### src/hdl/md5d_pkg.sv
`default_nettype none
// ----------------------------------------------------------------------------
// MD5 digest package
// Round constants, rotate amounts, message word schedule and the command
// struct that the sequencer sends to the message block buffer.
// ----------------------------------------------------------------------------
package md5d_pkg;

    // Round groups, selected by bits 5:4 of the round index.
    localparam logic [1:0] GRP_F = 2'd0;
    localparam logic [1:0] GRP_G = 2'd1;
    localparam logic [1:0] GRP_H = 2'd2;
    localparam logic [1:0] GRP_I = 2'd3;

    // Initial chaining values A..D.
    localparam logic [31:0] CHAIN_INIT [4] = '{
        32'h67452301, 32'hefcdab89, 32'h98badcfe, 32'h10325476
    };

    // Additive round constants.
    localparam logic [31:0] K_TABLE [64] = '{
        32'hd76aa478, 32'he8c7b756, 32'h242070db, 32'hc1bdceee,
        32'hf57c0faf, 32'h4787c62a, 32'ha8304613, 32'hfd469501,
        32'h698098d8, 32'h8b44f7af, 32'hffff5bb1, 32'h895cd7be,
        32'h6b901122, 32'hfd987193, 32'ha679438e, 32'h49b40821,
        32'hf61e2562, 32'hc040b340, 32'h265e5a51, 32'he9b6c7aa,
        32'hd62f105d, 32'h02441453, 32'hd8a1e681, 32'he7d3fbc8,
        32'h21e1cde6, 32'hc33707d6, 32'hf4d50d87, 32'h455a14ed,
        32'ha9e3e905, 32'hfcefa3f8, 32'h676f02d9, 32'h8d2a4c8a,
        32'hfffa3942, 32'h8771f681, 32'h6d9d6122, 32'hfde5380c,
        32'ha4beea44, 32'h4bdecfa9, 32'hf6bb4b60, 32'hbebfbc70,
        32'h289b7ec6, 32'heaa127fa, 32'hd4ef3085, 32'h04881d05,
        32'hd9d4d039, 32'he6db99e5, 32'h1fa27cf8, 32'hc4ac5665,
        32'hf4292244, 32'h432aff97, 32'hab9423a7, 32'hfc93a039,
        32'h655b59c3, 32'h8f0ccc92, 32'hffeff47d, 32'h85845dd1,
        32'h6fa87e4f, 32'hfe2ce6e0, 32'ha3014314, 32'h4e0811a1,
        32'hf7537e82, 32'hbd3af235, 32'h2ad7d2bb, 32'heb86d391
    };

    // Rotate amounts, indexed by {group, round[1:0]}.
    localparam logic [4:0] ROT_TABLE [16] = '{
        5'd7, 5'd12, 5'd17, 5'd22,
        5'd5, 5'd9,  5'd14, 5'd20,
        5'd4, 5'd11, 5'd16, 5'd23,
        5'd6, 5'd10, 5'd15, 5'd21
    };

    // Message byte position at which the length no longer fits the block.
    localparam logic [5:0] LEN_LIMIT_POS = 6'd56;

    // Commands from the sequencer to the block buffer.
    typedef struct packed {
        logic        byte_we;   // store one message byte
        logic        pad_we;    // append 0x80 and zero fill
        logic        len_only;  // when padding, also write the length words
        logic        len_we;    // clear the block and write the length words
        logic [5:0]  pos;       // byte position within the block
        logic [7:0]  data;      // message byte
        logic [63:0] bit_len;   // message length in bits
    } msg_cmd_t;

    // Message word used by a round.
    function automatic logic [3:0] word_index(input logic [5:0] rnd);
        logic [3:0] r4;
        logic [3:0] idx;
        begin
            r4 = rnd[3:0];
            case (rnd[5:4])
                GRP_F: idx = r4;
                GRP_G: idx = 4'((r4 << 2) + r4 + 4'd1);
                GRP_H: idx = 4'((r4 << 1) + r4 + 4'd5);
                GRP_I: idx = 4'((r4 << 3) - r4);
                default: idx = r4;
            endcase
            return idx;
        end
    endfunction

    // Left rotate of a 32-bit word.
    function automatic logic [31:0] rotl32(input logic [31:0] x, input logic [4:0] amt);
        logic [63:0] dbl;
        begin
            dbl = {x, x} << amt;
            return dbl[63:32];
        end
    endfunction

endpackage
`default_nettype wire

### src/hdl/md5d_round.sv
`default_nettype none
// ----------------------------------------------------------------------------
// MD5 round unit
// One compression round: the nonlinear function, the four-term add, the
// rotate and the final add. Shared by all 64 rounds of a block.
// ----------------------------------------------------------------------------
module md5d_round (
    input  wire logic [5:0]  round_idx,
    input  wire logic [31:0] a_in,
    input  wire logic [31:0] b_in,
    input  wire logic [31:0] c_in,
    input  wire logic [31:0] d_in,
    input  wire logic [31:0] msg_word,
    output logic [31:0]      a_out,
    output logic [31:0]      b_out,
    output logic [31:0]      c_out,
    output logic [31:0]      d_out
);

    logic [31:0] f_val;
    logic [31:0] sum_val;
    logic [4:0]  rot_amt;

    // Nonlinear function of the current group.
    always_comb begin
        case (round_idx[5:4])
            md5d_pkg::GRP_F: f_val = (b_in & c_in) | (~b_in & d_in);
            md5d_pkg::GRP_G: f_val = (d_in & b_in) | (~d_in & c_in);
            md5d_pkg::GRP_H: f_val = b_in ^ c_in ^ d_in;
            md5d_pkg::GRP_I: f_val = c_in ^ (b_in | ~d_in);
            default:         f_val = b_in ^ c_in ^ d_in;
        endcase
    end

    // Sum, rotate and register shuffle.
    always_comb begin
        rot_amt = md5d_pkg::ROT_TABLE[{round_idx[5:4], round_idx[1:0]}];
        sum_val = f_val + a_in + md5d_pkg::K_TABLE[round_idx] + msg_word;
        a_out   = d_in;
        d_out   = c_in;
        c_out   = b_in;
        b_out   = b_in + md5d_pkg::rotl32(sum_val, rot_amt);
    end

endmodule
`default_nettype wire

### src/hdl/md5d_msg.sv
`default_nettype none
// ----------------------------------------------------------------------------
// MD5 message block buffer
// Sixteen 32-bit words filled little-endian one byte at a time, with the
// padding and length writes, and one read port for the round unit.
// ----------------------------------------------------------------------------
module md5d_msg (
    input  wire logic               aclk,
    input  wire md5d_pkg::msg_cmd_t cmd,
    input  wire logic [3:0]         rd_idx,
    output logic [31:0]             rd_word
);

    logic [31:0] word_reg  [16];
    logic [31:0] word_next [16];
    logic [3:0]  widx;
    logic [4:0]  lane_base;

    assign widx      = cmd.pos[5:2];
    assign lane_base = {cmd.pos[1:0], 3'b000};

    // Next value of every word.
    always_comb begin
        for (int i = 0; i < 16; i++) begin
            word_next[i] = word_reg[i];
            if (cmd.byte_we && (4'(i) == widx)) begin
                if (cmd.pos[1:0] == 2'd0) begin
                    word_next[i] = 32'(cmd.data);
                end else begin
                    word_next[i][lane_base +: 8] = cmd.data;
                end
            end
            if (cmd.pad_we) begin
                if (4'(i) == widx) begin
                    if (cmd.pos[1:0] == 2'd0) begin
                        word_next[i] = 32'h0000_0080;
                    end else begin
                        word_next[i][lane_base +: 8] = 8'h80;
                    end
                end else if (4'(i) > widx) begin
                    word_next[i] = '0;
                end
                if (cmd.len_only && (i == 14)) begin
                    word_next[i] = cmd.bit_len[31:0];
                end
                if (cmd.len_only && (i == 15)) begin
                    word_next[i] = cmd.bit_len[63:32];
                end
            end
            if (cmd.len_we) begin
                if (i == 14) begin
                    word_next[i] = cmd.bit_len[31:0];
                end else if (i == 15) begin
                    word_next[i] = cmd.bit_len[63:32];
                end else begin
                    word_next[i] = '0;
                end
            end
        end
    end

    // Word storage, no reset: every word is written before it is read.
    always_ff @(posedge aclk) begin
        for (int i = 0; i < 16; i++) begin
            word_reg[i] <= word_next[i];
        end
    end

    assign rd_word = word_reg[rd_idx];

endmodule
`default_nettype wire

### src/hdl/md5_digest.sv
`default_nettype none
// ----------------------------------------------------------------------------
// MD5 digest
// Byte-stream MD5 engine with a shared round unit under a small sequencer.
// ----------------------------------------------------------------------------
// Usage:
//   The input channel (s_valid/s_ready) carries one item per byte: s_kind 0
//   with s_data_byte, or s_kind 1 to close the message. The result channel
//   (m_valid/m_ready) returns the 16 digest bytes, least significant byte of
//   word A first, with m_digest_last set on the sixteenth.
//   A byte item is written into the block buffer, except the byte that
//   completes a 64-byte block, which also runs the compression: 64 rounds
//   through the single round unit, then one chaining add, before s_ready rises.
//   An end item pads the block and compresses it; if fewer than eight
//   bytes of room remain, a second length-only block is written and compressed.
//   The 16 digest bytes then go out at one per cycle while m_ready is high.
//   The round unit's 64 rounds per block set the rate.
//   While the digest waits on m_ready, s_ready stays low and the bytes hold.
//   After the last byte is taken the chaining values and length return to
//   their initial values. Reset (aresetn low, synchronous) does the same and
//   drops both valid and pending work.
// ----------------------------------------------------------------------------
module md5_digest (
    input  wire logic       aclk,
    input  wire logic       aresetn,
    input  wire logic       s_valid,
    output logic            s_ready,
    input  wire logic       s_kind,
    input  wire logic [7:0] s_data_byte,
    output logic            m_valid,
    input  wire logic       m_ready,
    output logic [7:0]      m_digest_byte,
    output logic            m_digest_last
);

    // Sequencer states.
    localparam logic [2:0] ST_IDLE  = 3'd0;
    localparam logic [2:0] ST_ROUND = 3'd1;
    localparam logic [2:0] ST_ADD   = 3'd2;
    localparam logic [2:0] ST_LEN   = 3'd3;
    localparam logic [2:0] ST_OUT   = 3'd4;

    logic [2:0]  state_reg,     state_next;
    logic [5:0]  round_idx_reg, round_idx_next;
    logic [3:0]  out_idx_reg,   out_idx_next;
    logic        pend_len_reg,  pend_len_next;
    logic        emit_reg,      emit_next;
    logic [63:0] bit_cnt_reg,   bit_cnt_next;
    logic [31:0] chain_reg [4];
    logic [31:0] chain_next [4];
    logic [31:0] work_reg [4];
    logic [31:0] work_next [4];

    logic               in_fire;
    logic               out_fire;
    logic [5:0]         pos;
    md5d_pkg::msg_cmd_t msg_cmd;
    logic [31:0]        msg_word;
    logic [31:0]        rnd_a, rnd_b, rnd_c, rnd_d;

    assign s_ready  = (state_reg == ST_IDLE);
    assign m_valid  = (state_reg == ST_OUT);
    assign in_fire  = s_valid && s_ready;
    assign out_fire = m_valid && m_ready;
    assign pos      = bit_cnt_reg[8:3];

    // Block buffer commands.
    always_comb begin
        msg_cmd          = '0;
        msg_cmd.pos      = pos;
        msg_cmd.data     = s_data_byte;
        msg_cmd.bit_len  = bit_cnt_reg;
        msg_cmd.byte_we  = in_fire && !s_kind;
        msg_cmd.pad_we   = in_fire && s_kind;
        msg_cmd.len_only = (pos < md5d_pkg::LEN_LIMIT_POS);
        msg_cmd.len_we   = (state_reg == ST_LEN);
    end

    md5d_msg u_msg (
        .aclk    (aclk),
        .cmd     (msg_cmd),
        .rd_idx  (md5d_pkg::word_index(round_idx_reg)),
        .rd_word (msg_word)
    );

    md5d_round u_round (
        .round_idx (round_idx_reg),
        .a_in      (work_reg[0]),
        .b_in      (work_reg[1]),
        .c_in      (work_reg[2]),
        .d_in      (work_reg[3]),
        .msg_word  (msg_word),
        .a_out     (rnd_a),
        .b_out     (rnd_b),
        .c_out     (rnd_c),
        .d_out     (rnd_d)
    );

    // Sequencer and datapath next values.
    always_comb begin
        state_next     = state_reg;
        round_idx_next = round_idx_reg;
        out_idx_next   = out_idx_reg;
        pend_len_next  = pend_len_reg;
        emit_next      = emit_reg;
        bit_cnt_next   = bit_cnt_reg;
        chain_next     = chain_reg;
        work_next      = work_reg;

        case (state_reg)
            ST_IDLE: begin
                work_next = chain_reg;
                if (in_fire) begin
                    if (!s_kind) begin
                        bit_cnt_next = bit_cnt_reg + 64'd8;
                        if (pos == 6'd63) begin
                            state_next = ST_ROUND;
                        end
                    end else begin
                        emit_next     = 1'b1;
                        pend_len_next = (pos >= md5d_pkg::LEN_LIMIT_POS);
                        state_next    = ST_ROUND;
                    end
                end
            end
            ST_ROUND: begin
                work_next      = '{rnd_a, rnd_b, rnd_c, rnd_d};
                round_idx_next = round_idx_reg + 6'd1;
                if (round_idx_reg == 6'd63) begin
                    state_next = ST_ADD;
                end
            end
            ST_ADD: begin
                for (int i = 0; i < 4; i++) begin
                    chain_next[i] = chain_reg[i] + work_reg[i];
                end
                if (pend_len_reg) begin
                    state_next = ST_LEN;
                end else if (emit_reg) begin
                    state_next = ST_OUT;
                end else begin
                    state_next = ST_IDLE;
                end
            end
            ST_LEN: begin
                // The buffer is rewritten with the length block this cycle.
                work_next     = chain_reg;
                pend_len_next = 1'b0;
                state_next    = ST_ROUND;
            end
            ST_OUT: begin
                if (out_fire) begin
                    out_idx_next = out_idx_reg + 4'd1;
                    if (out_idx_reg == 4'd15) begin
                        chain_next   = md5d_pkg::CHAIN_INIT;
                        bit_cnt_next = '0;
                        emit_next    = 1'b0;
                        state_next   = ST_IDLE;
                    end
                end
            end
            default: begin
                state_next = ST_IDLE;
            end
        endcase
    end

    // Control and chaining registers.
    always_ff @(posedge aclk) begin
        if (!aresetn) begin
            state_reg     <= ST_IDLE;
            round_idx_reg <= '0;
            out_idx_reg   <= '0;
            pend_len_reg  <= 1'b0;
            emit_reg      <= 1'b0;
            bit_cnt_reg   <= '0;
            chain_reg     <= md5d_pkg::CHAIN_INIT;
        end else begin
            state_reg     <= state_next;
            round_idx_reg <= round_idx_next;
            out_idx_reg   <= out_idx_next;
            pend_len_reg  <= pend_len_next;
            emit_reg      <= emit_next;
            bit_cnt_reg   <= bit_cnt_next;
            chain_reg     <= chain_next;
        end
    end

    // Working variables A..D.
    always_ff @(posedge aclk) begin
        work_reg <= work_next;
    end

    // Digest byte straight from the chaining words.
    assign m_digest_byte = chain_reg[out_idx_reg[3:2]][{out_idx_reg[1:0], 3'b000} +: 8];
    assign m_digest_last = (out_idx_reg == 4'd15);

    // The block never takes an item while a digest is waiting.
    assert property (@(posedge aclk) disable iff (!aresetn) s_ready |-> !m_valid)
        else $error("input taken while digest pending");

    // The round counter rests at zero outside the compression.
    assert property (@(posedge aclk) disable iff (!aresetn)
        (state_reg != ST_ROUND) |-> (round_idx_reg == 6'd0))
        else $error("round counter not idle outside compression");

    // A second length block is only scheduled when a digest will follow.
    assert property (@(posedge aclk) disable iff (!aresetn) pend_len_reg |-> emit_reg)
        else $error("length block without end of message");

    // After the last digest byte the engine is back at its initial state.
    assert property (@(posedge aclk) disable iff (!aresetn)
        (out_fire && m_digest_last) |=>
        (chain_reg[0] == md5d_pkg::CHAIN_INIT[0]) && (bit_cnt_reg == 64'd0) && s_ready)
        else $error("state not restored after digest");

endmodule
`default_nettype wire

### config.mk
export PLATFORM = sky130hd
export DESIGN_NAME = md5_digest
export DESIGN_NICKNAME = d
export VERILOG_FILES = /design/src/hdl/md5d_pkg.sv /design/src/hdl/md5d_round.sv /design/src/hdl/md5d_msg.sv /design/src/hdl/md5_digest.sv
export SDC_FILE = /design/constraint.sdc
export NUM_CORES = 2
export LEC_CHECK = 0
export BUFFER_PORTS_ARGS = -buffer_cell sky130_fd_sc_hd__buf_2
export CAP_MARGIN = 0
export CORE_MARGIN = 2
export CORE_UTILIZATION = 40
export DETAILED_ROUTE_END_ITERATION = 16
export PLACE_DENSITY_LB_ADDON = 0.15
export SYNTH_ARGS = -nofsm -noshare
export SYNTH_HDL_FRONTEND = slang
export SYNTH_SLANG_ARGS = --single-unit
### constraint.sdc
create_clock -name aclk -period 28.8 [get_ports aclk]
set_input_delay 2.88 -clock aclk [delete_from_list [all_inputs] [get_ports aclk]]
set_output_delay 2.88 -clock aclk [all_outputs]
set_load 0.03 [all_outputs]
# Word level (Yosys, flattened, before mapping)
# Memories as Yosys holds them, arrays and structs flattened.
# Cells that the tools add are included.
dict set report op_classes {
  addsub 17
  multipliers 0
  div 0
  n_lt_le_gt_ge 21
  eq_ne 32
  n_shift 5
  muxes 181
  bitwise_logic 15
  n_reduce_logical 36
}
# cell count
set ops {}
lappend ops {{$mux 32} 118}
lappend ops {{$bwmux 32} 32}
lappend ops {{$pmux 128 s2} 2}
lappend ops {{$add 32x32->32} 8}
lappend ops {{$mux 128} 2}
lappend ops {{$mux 64} 4}
lappend ops {{$and 32x32->32} 4}
lappend ops {{$pmux 32 s4} 1}
lappend ops {{$pmux 64 s2} 1}
lappend ops {{$or 32x32->32} 3}
lappend ops {{$xor 32x32->32} 3}
lappend ops {{$add 64x4->64 const B} 1}
lappend ops {{$bmux 32 s2} 1}
lappend ops {{$not 32->32} 2}
lappend ops {{$shl 64x5->64} 1}
lappend ops {{$eq 4x4->1 const A} 8}
lappend ops {{$gt 4x4->1 const A} 8}
lappend ops {{$shift 8x7->32 const A} 1}
lappend ops {{$shiftx 32x6->8} 1}
lappend ops {{$shiftx 8x7->32} 1}
lappend ops {{$shiftx 8x7->32 const A} 1}
lappend ops {{$mux 3} 8}
lappend ops {{$logic_and 1x1->1} 20}
lappend ops {{$eq 3x4->1 const A} 4}
lappend ops {{other kinds (43)} 72}
dict set report word_totals {
  ff_bits 335
  latch_bits 0
  ram_bits 512
  romBits 2128
  output_inout_bits 11
  wordCells 324
  memories 3
}
# name depth word_bits rd rd_clocked_by_memory_dff wr line_no
set memory_table {}
lappend memory_table {{(no name shown)} 64 32 1 0 0 md5d_round.sv:38} ;# sum_val = f_val + a_in + md5d_pkg::K_TABLE[round_idx] + msg_word;
lappend memory_table {u_msg.word_reg 16 32 17 0 16 md5d_msg.sv:14} ;# logic [31:0] word_reg [16];
lappend memory_table {{(no name shown)} 16 5 1 0 0 md5d_round.sv:37} ;# rot_amt = md5d_pkg::ROT_TABLE[{round_idx[5:4], round_idx[1:0]}];

# Depth between registers and ports, before layout
dict set report depth {
  ltp_word 11
  mapped_depth 47
}

# By module
# A second synthesis with hierarchy kept.
dict set report unflattened {
  cells_unflattened 6769
  area_unflattened_um2 59572.1
}
# mod instances cells_per_inst area_each_um2 seq_area_each_um2
set modules_own_cells {}
lappend modules_own_cells {md5d_msg 1 2765 26267.7 10359.9}
lappend modules_own_cells {md5_digest 1 1987 19930.4 7927.6}
lappend modules_own_cells {md5d_round 1 2017 13374.1 0.0}

# Least setup slack after synthesis
# OpenSTA, ideal clock, no wires.
dict set report synth_timing {
  kind {register to register}
  start {register round_idx_reg[2]}
  end {register work_reg[94] (netlist name) (data pin)}
  setup_ps 269
  arrival_ps 10966
  path_slack_ps 17565
  stages_incl_launch_ff 46
  path_buffers 6
  period_less_slack_ps 11235
  path_cell_list {dfxtp_1 inv_1 clkbuf_1 clkbuf_1 ha_1 fa_1 xor3_1 nor2_1 o21ai_0 o31ai_2 clkbuf_1 clkbuf_1 buf_1 mux2i_1 a21oi_1 fa_1 inv_1 fa_1 [... 10 more ...] o221ai_2 mux2i_1 mux2i_1 mux2_2 ha_1 fa_1 a21o_1 a21o_1 a211oi_1 o21bai_1 a21o_1 a21o_1 a311o_1 a2111oi_2 o311a_1 a21oi_1 xnor2_1 o21ai_0}
}
# item line_no
set synth_rtl {}
lappend synth_rtl {{start: declaration} md5_digest.sv:44} ;# logic [5:0] round_idx_reg, round_idx_next;
lappend synth_rtl {{start signal: assignment} md5_digest.sv:180} ;# round_idx_reg <= round_idx_next;
lappend synth_rtl {{end signal: assignment} md5_digest.sv:191} ;# work_reg <= work_next;
lappend synth_rtl {{end: declaration} md5_digest.sv:51} ;# logic [31:0] work_reg [4];

==> results.md <==
Outcome:
- The flow ran to the end, and the final reports show no timing, DRC or antenna violations.

Die:
- The horizontal die dimension is 376 µm.
- The area of the die is 141000 µm².
- The region available for standard cell placement spans 137000 µm².
- The effective utilization at floorplan is 0.403.
- The number of top-level design ports is 24.
- The die boundary height is 376 µm.
- The row count is 136.

Worst setup path:
- The startpoint identified for the worst register-to-register timing path is round_idx_reg[1]$_SDFFE_PN0P_.
- In this run the worst setup path terminates at work_reg[95]$_DFFE_PP_.
- Tracing the worst setup path back leads to its startpoint at round_idx_reg[1]$_SDFFE_PN0P_.
- Along the worst path, the maximum fanout reaches 48.
- Measured in cells, the most critical reg-to-reg path has a length of 43.
- The largest stage delay on the critical path is 0.81 ns.
- The class of the most critical setup path is flip-flop to flip-flop.
- The cell at the slowest stage of the critical path is sky130_fd_sc_hd__a2111oi_0.
- Data arrives at the worst endpoint at 14.26 ns.
- The slack of the worst reg-to-reg path is 15.03 ns.
- The end of the worst register-to-register path is work_reg[95]$_DFFE_PP_.
- For the worst setup path, the data required time is 29.30 ns.
- The category of the worst setup path launch point is a flip-flop.
- Counting stages on the worst path, the most repeated cell is sky130_fd_sc_hd__buf_4.
- STA classifies the critical path endpoint as a flip-flop.

Power and ir drop:
- Of the total power, registers draw 0.264.
- The worst-case IR drop observed on VDD is between 0.00006 and 0.00007 V.
- The analysis attributes to cell leakage a power of 23.9 nW.
- The share of total power consumed by net switching is 0.415.
- The share of total power dissipated in combinational logic is 0.465.
- The clock share of power is 0.271.
- The total power after layout is 4.83 mW.
- The cell-internal power is 2.83 mW.
- For this design the ratio of total power to cell area is 80.2 nW/µm².
- In this run the power spent charging and discharging nets is 2.01 mW.

STA:
- Counting I/O delays and the setup requirement, the final critical path takes 13.77 ns.
- The share of the cycle needed by the critical path after routing is 0.478.
- The worst-margin pin slew is 1.32 ns.
- The sum of negative setup slack is 0 ns.
- In the post-route analysis, the smallest setup slack over all paths is 15.03 ns.
- The final-report hold violation count is 0.
- For this run, the top clock speed supported by timing is 72.6 MHz.
- The remaining max-slew budget at the tightest pin is 0.117.
- The clock arrives with 0.0422 ns of skew.
- Setup repair after global routing left no endpoint under its margin.
- The count of final setup violators is 0.
- The final number of max-transition violations came to 0.

Synth:
- Sorting the synthesized cells by how often they occur yields sky130_fd_sc_hd__nand2_1, sky130_fd_sc_hd__dfxtp_1, sky130_fd_sc_hd__nor2_1, sky130_fd_sc_hd__o21ai_0, sky130_fd_sc_hd__a21oi_1.
- After technology mapping, the gate count stands at 6603.
- Dividing the synthesized area by the synthesized cell count gives roughly 8.4 µm².
- The post-synthesis cell type count is 97.
- The part of the Yosys area used for sequential elements is 0.329.
- Among all cell types in the netlist, the one instantiated most often is sky130_fd_sc_hd__nand2_1.
- The area of the mapped netlist is 55400 µm².
- The number of nets handed over by synthesis was 6918.
- The library cell occupying the most area in the post-synthesis netlist is sky130_fd_sc_hd__dfxtp_1.
- The synthesis warning total is 0.
- The register bit count reported by yosys is between 800 and 900.
- Yosys mapped a number of flops with a built-in enable equal to 132.
- The share of flip-flops with an asynchronous set or reset is 0.
- Of the post-synthesis cell area, the dominant cell type holds 0.257.
- Ranked by total cell area, the synthesized netlist is headed by sky130_fd_sc_hd__dfxtp_1, sky130_fd_sc_hd__edfxtp_1, sky130_fd_sc_hd__mux4_2.
- For this run, the leading register cell type out of synthesis is sky130_fd_sc_hd__dfxtp_1.

Layout:
- The area growth from synthesis to layout is 8.76%.
- Once layout is complete, the utilization of the core stands at 0.438.
- The ratio of cells with drive above 1 in the final layout is 0.101.
- The number of flip-flops in the largest register is between 500 and 600.
- The post-layout net count is 6673.

Drt:
- The number of detailed-route iterations in the first pass is 7.
- Using the TritonRoute via totals, the vias-per-cell ratio works out to 6.30.
- The amount of wire on met3 after detailed routing is 17000 µm.
- In the final routing, the length of wire on met1 measures 90800 µm.
- After detailed routing, the number of remaining DRC violations is 0.
- The DRC marker count from the first detailed-route iteration is 6367.
- Detailed routing placed a total of 102000 µm of wire on met2.
- The detailed router used layers up to and including met5.
- The number of vias in the routed layout is 51900.
- The count of nets left with antenna violations after detail routing is 0.
- The total wire length after detailed routing is about 220000 µm.
- After detailed routing, the average wire length per cell comes to 27.0 µm.

Hold path:
- The start point of the worst min-delay path is u_msg.word_reg[14][0]$_SDFF_PP0_.
- The classification of the worst-slack hold path is flip-flop to flip-flop.

Placed design:
- The count of buffers added on input and output ports is 23.
- The HPWL after detailed placement is 159000 µm.
- At the end of routability-driven placement, the weighted congestion stood at 0.994.
- The post-place setup slack is 15.35 ns.

Clocking:
- The total number of clock tree sinks is 844.
- The number of hold buffers added after CTS was 0.
- The level count of the clock H-tree is 3.
- The later-pin clock latency in the skew report is around 0.76 ns.
- In this run the deepest clock path goes through 3 buffers.
- The number of gates resized after CTS is 0.
- Clock-pin slew was measured on the worst setup and hold paths at 0.07 ns.
- The number of buffers inserted by post-CTS setup repair is 0.
- The master cell of the clock root buffer is sky130_fd_sc_hd__clkbuf_16.
- The number of clock buffers added by TritonCTS is 99.
- TritonCTS built the clock tree.

GRT:
- The global-route usage over all layers is 0.306.
- The first global-routing pass estimated between 300000 and 400000 µm of wire.
- The initial antenna violation count is 9.
- Entering global routing, the biggest net connects 91 pins.
- The total global routing overflow is 0.
- The number of global-route vias before repair is 49400.

Flow run:
- The tool flagged a number of max-cap violations equal to 0.
-- kinds of logic after synthesis --
| kind of cell | count (synthesis) | synth area share |
|---|---|---|
| flip-flops | 844 | 0.329 |
| buffers and inverters | 674 | 0.0463 |
| AND/OR/NAND/NOR | 2161 | 0.172 |
| XOR/XNOR | 238 | 0.0385 |
| adder cells (fa/ha/maj) | 303 | 0.0782 |
| AO/OA/AOI/OAI | 2059 | 0.238 |
| multiplexers | 324 | 0.0988 |
-- worst min path at each step --
| stage | end | slack [ns] | depth (start not counted) |
|---|---|---|---|
| 3_5_place_dp | u_msg.word_reg[14][0]$_SDFF_PP0_ | 0.45 | 1 |
| 2_1_floorplan | u_msg.word_reg[15][11]$_DFF_P_ | 0.44 | 2 |
| 4_1_cts | u_msg.word_reg[14][0]$_SDFF_PP0_ | 0.47 | 1 |
| 5_1_grt | u_msg.word_reg[6][1]$_SDFF_PP0_ | 0.48 | 1 |
| 6_report | u_msg.word_reg[14][0]$_SDFF_PP0_ | 0.47 | 1 |
| 3_3_place_gp | u_msg.word_reg[14][0]$_SDFF_PP0_ | 0.44 | 1 |
-- cell usage in the layout, fill, tap and decap left out, types with 49 or more instances in the layout --
| cell | count |
|---|---|
| sky130_fd_sc_hd__nand2_1 | 876 |
| sky130_fd_sc_hd__dfxtp_1 | 706 |
| sky130_fd_sc_hd__nor2_1 | 624 |
| sky130_fd_sc_hd__o21ai_0 | 499 |
| sky130_fd_sc_hd__a21oi_1 | 480 |
| sky130_fd_sc_hd__o22ai_1 | 249 |
| sky130_fd_sc_hd__ha_1 | 229 |
| sky130_fd_sc_hd__inv_1 | 198 |
| sky130_fd_sc_hd__mux4_2 | 175 |
| sky130_fd_sc_hd__nand3_1 | 150 |
| sky130_fd_sc_hd__xnor2_1 | 143 |
| sky130_fd_sc_hd__edfxtp_1 | 132 |
| sky130_fd_sc_hd__mux2i_1 | 118 |
| sky130_fd_sc_hd__buf_4 | 104 |
| sky130_fd_sc_hd__clkbuf_16 | 103 |
| sky130_fd_sc_hd__o211ai_1 | 98 |
| sky130_fd_sc_hd__a211oi_1 | 97 |
| sky130_fd_sc_hd__nor3_1 | 90 |
| sky130_fd_sc_hd__and3_1 | 89 |
| sky130_fd_sc_hd__xor2_1 | 89 |
| sky130_fd_sc_hd__nor2b_1 | 80 |
| sky130_fd_sc_hd__a22oi_1 | 80 |
| sky130_fd_sc_hd__a21o_1 | 73 |
| sky130_fd_sc_hd__fa_1 | 72 |
| sky130_fd_sc_hd__o221a_2 | 71 |
| sky130_fd_sc_hd__a31oi_1 | 49 |
-- routing by layer --
metal	global-route usage	vias to the layer above
met5	0	-
met1	0.395	25300
met2	0.496	2404
li1	-	23600
met3	0.0528	558
met4	0.151	16
-- worst max-delay path: cells and delay by family (launching register included) --
kind	cells	cell delay (ns)
multiplexers	3	0.77
adder cells (fa/ha/maj)	5	2.43
buffers and inverters	7	3.02
AND/OR/NAND/NOR	8	1.36
flip-flops	1	0.31
AO/OA/AOI/OAI	20	5.43
-- stage by stage --
stage	hold slack [ns]	instances	instance area (µm²)
after floorplan	0.436	6603	55400
after global placement	0.443	8051	56900
after detailed placement	0.453	8051	56900
after CTS	0.468	8233	60200
after global routing	0.476	8234	60200
final	0.466	8234	60200
-- cell type report --
type / instances / area [µm²]
tap: 1794 / 2240
clock buffer: 151 / 2960
antenna: 1 / 2.50
sequential: 844 / 18200
fill: 13700 / 77200
timing repair buffer: 127 / 911
clock inverter: 31 / 390
multi-input combinational: 5085 / 34800
inverter: 201 / 754
-- power groups by stage --
stage          Clock [mW]  Combinational, mW  Sequential [mW]
2_1_floorplan           0               1.61             1.28
3_5_place_dp            0               2.21             1.30
5_1_grt              1.37               2.45             1.28
4_1_cts              1.33               2.22             1.27
3_3_place_gp            0               2.20             1.30
6_report             1.31               2.25             1.28
Power figures use the tool's default switching activity.
